File: src/rtl/core/ssq_pkg.sv
// Shared types and constants for the half-step stepper sequencer.
// No dependencies; imported by every module of the block.
`default_nettype none

package ssq_pkg;

  // field widths
  localparam int ANGLE_W    = 20;
  localparam int MAG_W      = 20;
  localparam int SPT_W      = 16;
  localparam int INTERVAL_W = 20;
  localparam int STEPS_W    = 23;
  localparam int ELAPSED_W  = 20;
  localparam int PHASE_W    = 3;
  localparam int MASK_W     = 8;
  localparam int COILS      = 4;
  localparam int CFG_IDX_W  = 3;
  localparam int CFG_DATA_W = 20;
  localparam int OUT_W      = 32;

  // angle units: 360 degrees in 1/16 degree steps
  localparam int FULL_TURN_DEG       = 360;
  localparam int ANGLE_UNITS_PER_DEG = 16;
  localparam int TURN_UNITS          = FULL_TURN_DEG * ANGLE_UNITS_PER_DEG;
  // 5760 = 2^7 * 45: shift off the power of two, multiply the rest by
  // ceil(2^35 / 45); exact for any scaled product below 2^29
  localparam int DIV_SHIFT   = 7;
  localparam int DIV_K       = TURN_UNITS / (2 ** DIV_SHIFT);
  localparam int PROD_W      = MAG_W + SPT_W;
  localparam int SCALE_W     = PROD_W - DIV_SHIFT;
  localparam int RECIP_SHIFT = 35;
  localparam int RECIP_W     = 30;
  localparam int RPROD_W     = SCALE_W + RECIP_W;
  localparam int Q_W         = RPROD_W - RECIP_SHIFT;
  localparam logic [RECIP_W-1:0] RECIP =
    RECIP_W'(((64'd1 << RECIP_SHIFT) + 64'(DIV_K) - 64'd1) / 64'(DIV_K));

  localparam logic [PHASE_W-1:0]   PHASE_TOP   = 3'd7;
  localparam logic [STEPS_W-1:0]   STEPS_MAX   = {STEPS_W{1'b1}};
  localparam logic [ELAPSED_W-1:0] ELAPSED_MAX = {ELAPSED_W{1'b1}};

  // register reset values
  localparam logic [INTERVAL_W-1:0] INTERVAL_RST = 20'd1000;
  localparam logic [SPT_W-1:0]      SPT_RST      = 16'd4096;
  localparam logic [MASK_W-1:0]     MASK_A_RST   = 8'd131;
  localparam logic [MASK_W-1:0]     MASK_B_RST   = 8'd14;
  localparam logic [MASK_W-1:0]     MASK_C_RST   = 8'd56;
  localparam logic [MASK_W-1:0]     MASK_D_RST   = 8'd224;

  typedef enum logic [CFG_IDX_W-1:0] {
    CFG_TICK_PERIOD    = 3'd0,
    CFG_STEPS_PER_TURN = 3'd1,
    CFG_COIL_A_MASK    = 3'd2,
    CFG_COIL_B_MASK    = 3'd3,
    CFG_COIL_C_MASK    = 3'd4,
    CFG_COIL_D_MASK    = 3'd5
  } ssq_cfg_idx_t;

  typedef enum logic {
    REQ_TICK   = 1'b0,
    REQ_ROTATE = 1'b1
  } ssq_req_t;

  typedef enum logic [1:0] {
    ST_IDLE,
    ST_MUL,
    ST_DIV,
    ST_EMIT
  } ssq_state_t;

  typedef struct packed {
    logic load;      // latch the input beat
    logic mul;       // register scaled product
    logic div_step;  // register quotient from the reciprocal multiply
    logic emit;      // update state and load the result register
  } ssq_cmd_t;

  typedef struct packed {
    logic out_free;  // result register can take a beat
  } ssq_stat_t;

endpackage

`default_nettype wire

File: src/rtl/core/ssq_ctrl.sv
// Sequencing FSM for the stepper sequencer: input handshake and datapath commands.
// Depends on ssq_pkg.
`default_nettype none

module ssq_ctrl
  import ssq_pkg::*;
(
  input  wire logic      clk,
  input  wire logic      rst,
  input  wire logic      s_tvalid,
  output logic           s_tready,
  input  wire logic      s_tuser,
  input  wire ssq_stat_t stat,
  output ssq_cmd_t       cmd
);

  ssq_state_t state, state_next;

  always_ff @(posedge clk) begin
    if (rst) begin
      state <= ST_IDLE;
    end else begin
      state <= state_next;
    end
  end

  always_comb begin
    state_next = state;
    cmd        = '0;
    s_tready   = 1'b0;
    case (state)
      ST_IDLE: begin
        s_tready = 1'b1;
        if (s_tvalid) begin
          cmd.load = 1'b1;
          if (s_tuser == REQ_ROTATE) begin
            state_next = ST_MUL;
          end else begin
            state_next = ST_EMIT;
          end
        end
      end
      ST_MUL: begin
        cmd.mul    = 1'b1;
        state_next = ST_DIV;
      end
      ST_DIV: begin
        cmd.div_step = 1'b1;
        state_next   = ST_EMIT;
      end
      ST_EMIT: begin
        if (stat.out_free) begin
          cmd.emit   = 1'b1;
          state_next = ST_IDLE;
        end
      end
      default: begin
        state_next = ST_IDLE;
      end
    endcase
  end

endmodule

`default_nettype wire

File: src/rtl/core/ssq_dp.sv
// Datapath of the stepper sequencer: config registers, angle-to-steps
// multiply and reciprocal divide by 45, motion state, result register. Depends on ssq_pkg.
`default_nettype none

module ssq_dp
  import ssq_pkg::*;
(
  input  wire logic                  clk,
  input  wire logic                  rst,
  input  wire ssq_cmd_t              cmd,
  output ssq_stat_t                  stat,
  input  wire logic                  s_tuser,
  input  wire logic [ANGLE_W-1:0]    s_angle,
  input  wire logic                  cfg_valid,
  input  wire logic [CFG_IDX_W-1:0]  cfg_index,
  input  wire logic [CFG_DATA_W-1:0] cfg_data,
  output logic                       m_tvalid,
  input  wire logic                  m_tready,
  output logic [OUT_W-1:0]           m_tdata
);

  // configuration
  logic [INTERVAL_W-1:0] tick_period;
  logic [SPT_W-1:0]      steps_per_turn;
  logic [MASK_W-1:0]     mask_a, mask_b, mask_c, mask_d;

  always_ff @(posedge clk) begin
    if (rst) begin
      tick_period    <= INTERVAL_RST;
      steps_per_turn <= SPT_RST;
      mask_a         <= MASK_A_RST;
      mask_b         <= MASK_B_RST;
      mask_c         <= MASK_C_RST;
      mask_d         <= MASK_D_RST;
    end else if (cfg_valid) begin
      case (cfg_index)
        CFG_TICK_PERIOD:    tick_period    <= cfg_data[INTERVAL_W-1:0];
        CFG_STEPS_PER_TURN: steps_per_turn <= cfg_data[SPT_W-1:0];
        CFG_COIL_A_MASK:    mask_a         <= cfg_data[MASK_W-1:0];
        CFG_COIL_B_MASK:    mask_b         <= cfg_data[MASK_W-1:0];
        CFG_COIL_C_MASK:    mask_c         <= cfg_data[MASK_W-1:0];
        CFG_COIL_D_MASK:    mask_d         <= cfg_data[MASK_W-1:0];
        default: ;
      endcase
    end
  end

  // latched input beat
  logic               req_rot;
  logic [ANGLE_W-1:0] angle;

  always_ff @(posedge clk) begin
    if (cmd.load) begin
      req_rot <= s_tuser;
      angle   <= s_angle;
    end
  end

  // magnitude times steps_per_turn, low power of two dropped
  logic              neg;
  logic [MAG_W-1:0]  mag;
  logic [PROD_W-1:0] prod;

  assign neg  = angle[ANGLE_W-1];
  assign mag  = neg ? (~angle + 1'b1) : angle;
  assign prod = PROD_W'(mag) * PROD_W'(steps_per_turn);

  // divide by DIV_K as a multiply by its scaled reciprocal
  logic [SCALE_W-1:0] scaled;
  logic [RPROD_W-1:0] recip_prod;
  logic [Q_W-1:0]     quo;

  assign recip_prod = RPROD_W'(scaled) * RPROD_W'(RECIP);

  always_ff @(posedge clk) begin
    if (cmd.mul) begin
      scaled <= prod[PROD_W-1:DIV_SHIFT];
    end
    if (cmd.div_step) begin
      quo <= recip_prod[RPROD_W-1:RECIP_SHIFT];
    end
  end

  // motion state
  logic [PHASE_W-1:0]   phase;
  logic [STEPS_W-1:0]   steps_left;
  logic                 dir_cw;
  logic [ELAPSED_W-1:0] elapsed;
  logic [COILS-1:0]     coils;

  logic [PHASE_W-1:0]   phase_next;
  logic [STEPS_W-1:0]   steps_left_next;
  logic                 dir_cw_next;
  logic [ELAPSED_W-1:0] elapsed_next;
  logic [COILS-1:0]     coils_next;
  logic [ELAPSED_W-1:0] el_inc;
  logic                 do_step;
  logic [STEPS_W-1:0]   steps_new;

  assign el_inc    = (elapsed == ELAPSED_MAX) ? elapsed : elapsed + 1'b1;
  assign steps_new = (|quo[Q_W-1:STEPS_W]) ? STEPS_MAX : quo[STEPS_W-1:0];

  always_comb begin
    phase_next      = phase;
    steps_left_next = steps_left;
    dir_cw_next     = dir_cw;
    elapsed_next    = elapsed;
    coils_next      = coils;
    do_step         = 1'b0;
    if (req_rot) begin
      steps_left_next = steps_new;
      dir_cw_next     = !neg && (angle != '0);
    end else begin
      elapsed_next = el_inc;
      if ((steps_left != '0) && (el_inc >= tick_period)) begin
        do_step         = 1'b1;
        coils_next      = {mask_d[phase], mask_c[phase], mask_b[phase], mask_a[phase]};
        phase_next      = dir_cw ? phase + 1'b1 : phase + PHASE_TOP;
        steps_left_next = steps_left - 1'b1;
        elapsed_next    = '0;
      end
    end
  end

  always_ff @(posedge clk) begin
    if (rst) begin
      phase      <= '0;
      steps_left <= '0;
      dir_cw     <= 1'b1;
      elapsed    <= '0;
      coils      <= '0;
    end else if (cmd.emit) begin
      phase      <= phase_next;
      steps_left <= steps_left_next;
      dir_cw     <= dir_cw_next;
      elapsed    <= elapsed_next;
      coils      <= coils_next;
    end
  end

  // result register
  logic [OUT_W-1:0] result_next;

  assign stat.out_free = !m_tvalid || m_tready;
  assign result_next   = OUT_W'({(steps_left_next == '0), dir_cw_next,
                                 steps_left_next, do_step, coils_next});

  always_ff @(posedge clk) begin
    if (rst) begin
      m_tvalid <= 1'b0;
    end else if (cmd.emit) begin
      m_tvalid <= 1'b1;
    end else if (m_tready) begin
      m_tvalid <= 1'b0;
    end
  end

  always_ff @(posedge clk) begin
    if (cmd.emit) begin
      m_tdata <= result_next;
    end
  end

endmodule

`default_nettype wire

File: src/rtl/core/stepper_half_step_sequencer.sv
// Top level of the half-step stepper sequencer: FSM plus datapath.
// Depends on ssq_pkg, ssq_ctrl and ssq_dp.
//
// Usage:
//  - Input stream (s_*): one beat per request. s_tuser is the request kind
//    (0 tick of one microsecond, 1 rotate); s_tdata[19:0] is the signed angle
//    in 1/16 degree, read only for a rotate.
//  - Output stream (m_*): exactly one beat per input beat, in order.
//  - Config channel (cfg_*): register index plus data, always ready.
//    Write only while the block is idle.
// Sequencing:
//  - Tick: the accepted beat goes straight to the emit step; the next beat is
//    accepted only once the FSM is back in idle.
//  - Rotate: a step for the 20x16 multiply, a step for the multiply by the
//    reciprocal of 45, then the emit step loads the result register. No new
//    beat is accepted until the emit step is done.
// Reset: synchronous; restores the register defaults, clears phase, step count,
//  elapsed counter and coil levels, sets clockwise and drops m_tvalid.
// Stall: the result register holds its beat while m_tready is low. The block
//  still accepts and works on the next input beat, then waits in the emit step
//  until the result register frees up.
`default_nettype none

module stepper_half_step_sequencer
  import ssq_pkg::*;
(
  input  wire logic                  clk,
  input  wire logic                  rst,
  // input stream
  input  wire logic                  s_tvalid,
  output logic                       s_tready,
  input  wire logic [23:0]           s_tdata,   // [19:0] angle, [23:20] zero
  input  wire logic                  s_tuser,   // [0] req_type
  // output stream
  output logic                       m_tvalid,
  input  wire logic                  m_tready,
  output logic [OUT_W-1:0]           m_tdata,   // [0] coil_a, [1] coil_b, [2] coil_c,
                                                // [3] coil_d, [4] stepped,
                                                // [27:5] steps_remaining,
                                                // [28] clockwise, [29] stopped,
                                                // [31:30] zero
  // configuration writes
  input  wire logic                  cfg_valid,
  output logic                       cfg_ready,
  input  wire logic [CFG_IDX_W-1:0]  cfg_index,
  input  wire logic [CFG_DATA_W-1:0] cfg_data
);

  ssq_cmd_t  cmd;
  ssq_stat_t stat;

  // registers take a write in any cycle
  assign cfg_ready = 1'b1;

  ssq_ctrl u_ctrl (
    .clk      (clk),
    .rst      (rst),
    .s_tvalid (s_tvalid),
    .s_tready (s_tready),
    .s_tuser  (s_tuser),
    .stat     (stat),
    .cmd      (cmd)
  );

  ssq_dp u_dp (
    .clk       (clk),
    .rst       (rst),
    .cmd       (cmd),
    .stat      (stat),
    .s_tuser   (s_tuser),
    .s_angle   (s_tdata[ANGLE_W-1:0]),
    .cfg_valid (cfg_valid),
    .cfg_index (cfg_index),
    .cfg_data  (cfg_data),
    .m_tvalid  (m_tvalid),
    .m_tready  (m_tready),
    .m_tdata   (m_tdata)
  );

endmodule

`default_nettype wire
File: config.mk
export PLATFORM = sky130hd
export DESIGN_NAME = stepper_half_step_sequencer
export DESIGN_NICKNAME = d
export VERILOG_FILES = /design/src/rtl/core/ssq_pkg.sv /design/src/rtl/core/ssq_ctrl.sv /design/src/rtl/core/ssq_dp.sv /design/src/rtl/core/stepper_half_step_sequencer.sv
export SDC_FILE = /design/constraint.sdc
export NUM_CORES = 2
export LEC_CHECK = 0
export BUFFER_PORTS_ARGS = -buffer_cell sky130_fd_sc_hd__buf_2
export CAP_MARGIN = 10
export CORE_MARGIN = 4
export CORE_UTILIZATION = 40
export CTS_CLUSTER_DIAMETER = 100
export DETAILED_ROUTE_END_ITERATION = 8
export SYNTH_ARGS = -nofsm -noshare
export SYNTH_HDL_FRONTEND = slang
export SYNTH_SLANG_ARGS = --single-unit
File: constraint.sdc
create_clock -name clk -period 22.1 [get_ports clk]
set_input_delay 4.42 -clock clk [delete_from_list [all_inputs] [get_ports clk]]
set_output_delay 4.42 -clock clk [all_outputs]
set_load 0.02 [all_outputs]
# After elaboration in Yosys (flattened, before gate mapping)
# Cells that the tools add are included.
# Widths: inputs -> output; s select.
[word_totals]
register_bits = 226
output_inout_bits = 35
wordCells = 93
[op_classes]
addsub = 5
multipliers = 2
magnitude_cmp = 2
eq_ne = 11
muxes = 32
n_bitwise = 2
n_reduce_logical = 20
[ops]
columns = ["operator", "count"]
rows = [
  ["$mux 23", 3],
  ["$mux 20", 3],
  ["$mul 29x29->58 const B", 1],
  ["$add 20x1->20 const B", 2],
  ["$mul 20x16->36", 1],
  ["$logic_not 23->1", 1],
  ["$reduce_bool 23->1", 1],
  ["$sub 23x1->23 const B", 1],
  ["$eq 20x20->1 const B", 1],
  ["$ge 20x20->1", 1],
  ["$not 20->20", 1],
  ["$reduce_bool 20->1", 1],
  ["$reduce_and 2->1", 8],
  ["$mux 1", 15],
  ["$bmux 1 s3", 4],
  ["$mux 4", 2],
  ["$pmux 2 s4", 1],
  ["$eq 3x2->1 const B", 2],
  ["$eq 3x3->1 const B", 2],
  ["$mux 2", 3],
  ["$eq 2x2->1 const B", 2],
  ["$lt 3x4->1 const B", 1],
  ["$ne 2x2->1 const B", 2],
  ["$add 3x1->3 const B", 1],
  ["other kinds (12)", 14],
]

# Depth between registers and ports, before layout
[logic_depth]
ltp_word = 7
ltp_mapped = 30
mapped_depth_nobuf = 29

# Modules after synthesis
# From an unflattened synthesis, not the netlist that was laid out.
[hier_totals]
hier_cells = 3467
area_unflattened_um2 = 33085.5
[by_module_without_submodules]
columns = ["mod", "instances", "cells_each", "area_each_um2", "seq_area_each_um2"]
rows = [
  ["ssq_dp", 1, 3446, 32906.6, 5525.3],
  ["ssq_ctrl", 1, 19, 167.7, 40.0],
  ["stepper_half_step_sequencer", 1, 2, 11.3, 0.0],
]

# Worst setup path after synthesis
# Ideal clock, no wire load.
[synth_path]
path_kind = "reg-to-reg"
startpoint = "register u_dp.angle[11]"
endpoint = "register u_dp.scaled[27], data pin"
t_arrival_ps = 7397
required_ps = 21842
path_slack_ps = 14445
path_stages_with_launch = 27
path_buffers = 1
synth_period_minus_slack_ps = 7655
cell_sequence = "edfxtp_1 or4_1 or3_1 nand2_1 xnor2_1 clkbuf_1 nand2_1 fa_1 fa_1 fa_1 inv_1 fa_1 fa_1 inv_1 fa_1 inv_1 ha_1 a21o_1 a21o_1 a21o_1 a21oi_1 o31ai_2 a2111oi_2 o31ai_1 o41a_1 a21oi_1 xnor2_1"
[synth_via]
elab_chain_len = 4
[synth_rtl]
columns = ["item", "line", "rtl"]
rows = [
  ["start: declaration", "ssq_dp.sv:50", "logic [ANGLE_W-1:0] angle;"],
  ["start signal: assignment", "ssq_dp.sv:55", "angle <= s_angle;"],
  ["$not 20->20", "ssq_dp.sv:65", "assign mag = neg ? (~angle + 1'b1) : angle;"],
  ["$add 20x1->20", "ssq_dp.sv:65", ""],
  ["$mux 20 *", "ssq_dp.sv:65", ""],
  ["$mul 20x16->36 *", "ssq_dp.sv:66", "assign prod = PROD_W'(mag) * PROD_W'(steps_per_turn);"],
  ["net u_dp.prod[34]", "ssq_dp.sv:62", "logic [PROD_W-1:0] prod;"],
  ["end signal: assignment", "ssq_dp.sv:77", "scaled <= prod[PROD_W-1:DIV_SHIFT];"],
  ["end: declaration", "ssq_dp.sv:69", "logic [SCALE_W-1:0] scaled;"],
]
# Mark *: on every way through the listed nets, which the timed path passes. The rest lies on a longest branch.
# A chain may end at the register's enable or synchronous reset.

# Worst setup path after layout
[layout_path]
startpoint = "register u_dp.scaled[17]"
endpoint = "register u_dp.quo[23], data pin"
[layout_via]
elab_chain_len = 1
[layout_rtl]
columns = ["item", "line", "rtl"]
rows = [
  ["$mul 29x29->58", "ssq_dp.sv:73", "assign recip_prod = RPROD_W'(scaled) * RPROD_W'(RECIP);"],
  ["net u_dp.recip_prod[58]", "ssq_dp.sv:70", "logic [RPROD_W-1:0] recip_prod;"],
  ["end signal: assignment", "ssq_dp.sv:80", "quo <= recip_prod[RPROD_W-1:RECIP_SHIFT];"],
  ["end: declaration", "ssq_dp.sv:71", "logic [Q_W-1:0] quo;"],
]
# The timed path passes the listed nets, and every way through them passes these cells.

==> results.tsv <==
stage	metric	value	unit
timing	slew margin rel.	0.256	
setup_path	critical path's slowest cell	a21boi_0	
timing	RSZ-0062 raised after global routing	false	
global_routing	total global-route track usage	0.189	
final_layout	Synth-to-Final Area Change	7.25	%
setup_path	worst-path maximum fanout	6	
timing	final period utilization	0.396	
timing	max-slew violations	0	
floorplan	starting density of the core	0.405	
synth	mean post-synth cell area	9.41	um^2
synth	number of synthesized register bits	226	
clocking	CTS buffer count	24	
synth	count leader, synth	inv_1	
routing	Pre-antenna DRT Iters	5	
setup_path	critical path endpoint category	register	
setup_path	Setup CP Type	register to register	
floorplan	Core ar.	0.0825	mm^2
clocking	root buf cell	clkbuf_16	
synth	Synth Flop Type	dfxtp_1	
synth	synth unique cells	77	
floorplan	chip width	297	um
synth	cells after synthesis	3555	
final_layout	Nets	4631	
floorplan	Die Height	297	um
synth	post-synth top area share	0.323	
floorplan	Rows	105	
global_routing	initial antenna violation count	0	
setup_path	Worst EP required	22.37	ns
final_layout	share of layout cells above drive strength 1	0.0505	
global_routing	grt total ovfl	0	
floorplan	DIE AREA	0.0883	mm^2
setup_path	Slowest Stage Delay on Critical Path	0.71	ns
clocking	H-tree lvl count	1	
synth	Async SR Flop Fraction	0	
synth	Synth area leaders	fa_1, ha_1, inv_1	
timing	Max Freq	114	MHz
synth	synthesized cell area	0.0335	mm^2
clocking	CTS resizes	0	
synth	Post-synth top cells	inv_1, fa_1, ha_1	
setup_path	Critical Path AT	9.03	ns
global_routing	vias in the first global route	24600	
synth	area leader, netlist	fa_1	
timing	Worst Tran Pin Value	1.11	ns
clocking	Sink Count	226	
floorplan	number of I/O pins	88	
setup_path	Setup crit start kind	register	
clocking	clock latency on the worst-skew pair	0.55	ns
timing	final setup TNS	0	ns
placed_design	DP HPWL	66300	um
clocking	Hold Buf Count CTS	0	
timing	minimum clock period	8.76	ns
global_routing	first-pass GRT wire length	135000	um
placed_design	gpl congestion	0.910	
routing	drt drc	0	
synth	Seq/Total Area, Yosys	0.166	
min_path	Hold Crit Class	register to register	
routing	antenna-violating nets left	0	
clocking	CTS Buffer Depth	3	
global_routing	largest net degree at the start of global routing	88	
timing	Final Hold Vio Count	0	
routing	vias per cell	5.05	
placed_design	IO Port Bufs	80	
status	status	finished clean	
timing	Layout Skew	0.0206	ns
synth	Synth Warn #	0	
routing	DRT iter0 DRCs	1392	
setup_path	most used cell, CP	fa_1	
timing	Setup Viol. Count Final	0	
routing	routed length per instance	17.5	um
run	Max-Cap Viols	0	
clocking	Reg clk slew, reported paths	0.06	ns
clocking	CTS tree	built	
synth	EDFF count, synth	104	
clocking	post-CTS setup buffer count	0	
routing	DR vias	23600	
routing	final wirelength	82000	um
-- cell usage in the layout (no fill, tap or decap), types with 15 or more instances in the layout --
cell / Yosys / layout
inv_1: 855 / 854
fa_1: 540 / 540
ha_1: 454 / 454
nand2_1: 396 / 396
a21oi_1: 165 / 165
and2_1: 142 / 142
nor2_1: 122 / 122
dfxtp_1: 122 / 122
edfxtp_1: 104 / 104
buf_2: 1 / 79
xnor2_1: 67 / 61
o21ai_0: 53 / 53
a21o_1: 51 / 51
nand4_1: 32 / 32
xor2_1: 30 / 30
nor3_1: 29 / 29
clkbuf_16: 0 / 27
buf_4: 3 / 27
nand3_1: 26 / 26
nor2b_1: 26 / 26
o21a_1: 15 / 15
-- final timing paths --
| check | start | endpoint | slack (ns) | depth (start not counted) |
|---|---|---|---|---|
| setup / recovery | u_dp.scaled[17] | u_dp.quo[23] | 13.34 | 26 |
| hold / removal | u_dp.mask_d[4] | u_dp.mask_d[4] | 0.45 | 2 |
| setup reg to reg | u_dp.scaled[17] | u_dp.quo[23] | 13.34 | 26 |
| hold reg to reg | u_dp.mask_d[4] | u_dp.mask_d[4] | 0.45 | 2 |
-- state kept, by name, summed over array words and instances (netlist names) --
signal,flops
u_dp.m_tdata,30
u_dp.scaled,29
u_dp.quo,24
u_dp.steps_left,23
u_dp.angle,20
u_dp.elapsed,20
u_dp.tick_period,20
u_dp.steps_per_turn,16
u_dp.mask_a,8
u_dp.mask_b,8
u_dp.mask_c,8
u_dp.mask_d,8
u_dp.coils,4
u_dp.phase,3
u_ctrl.state,2
u_dp.dir_cw,1
u_dp.m_tvalid,1
u_dp.req_rot,1
-- logic make-up (layout without fill, tap and decap cells) --
| family | count (synthesis) | count (layout) | synth area share |
|---|---|---|---|
| DFF | 226 | 226 | 0.166 |
| and+or+nand+nor | 868 | 868 | 0.125 |
| AOI/OAI and AO/OA | 387 | 387 | 0.0724 |
| other | 2 | 4 | 0.000225 |
| adders and majority gates | 994 | 994 | 0.493 |
| muxes | 22 | 22 | 0.00965 |
| buffers and inverters | 959 | 1005 | 0.108 |
| xor gates and xnor gates | 97 | 97 | 0.0254 |
-- final cells by class --
cell class                      instances  area (um^2)
Timing Repair Buffer                  106          598
Inverter                              855         3210
Multi-Input combinational cell       2371        24300
Antenna cell                            1         2.50
Clock inverter                         14          144
Sequential cell                       226         5570
Clock buffer                           30          688
Tap cell                             1070         1340
Fill cell                            8088        46600
-- worst max-delay path: cells and delay by family, from the launching register on --
kind	cells	cell delay, ns
AND/OR/NAND/NOR	3	0.26
flip-flops	1	0.69
XOR/XNOR	1	0.13
buffers and inverters	7	0.57
adder cells (fa/ha/maj)	9	4.51
AO/OA/AOI/OAI	6	2.33
-- metrics by stage --
stage           util  setup slack [ns]  instance area (um^2)  std cells  hold WS, ns
4_1_cts        0.435             13.30                 35900       4672        0.456
3_5_place_dp   0.425             13.33                 35000       4628        0.445
5_1_grt        0.435             12.80                 35900       4672        0.473
3_3_place_gp   0.425             13.36                 35000       4628        0.441
2_1_floorplan      -             14.45                 33500       3556        0.433
6_report       0.435             13.34                 35900       4673        0.453
-- per-layer routing --
metal,GRT usage,up-vias,wire length (um)
li1,-,11200,-
met1,0.263,11800,36900
met2,0.313,569,38300
met3,0.0267,95,4600
met4,0.0457,0,2230
met5,0,-,0
Power is left out: the tool's default activity adds up to more than one toggle a clock period on the data nets, which glitch-free logic cannot reach.
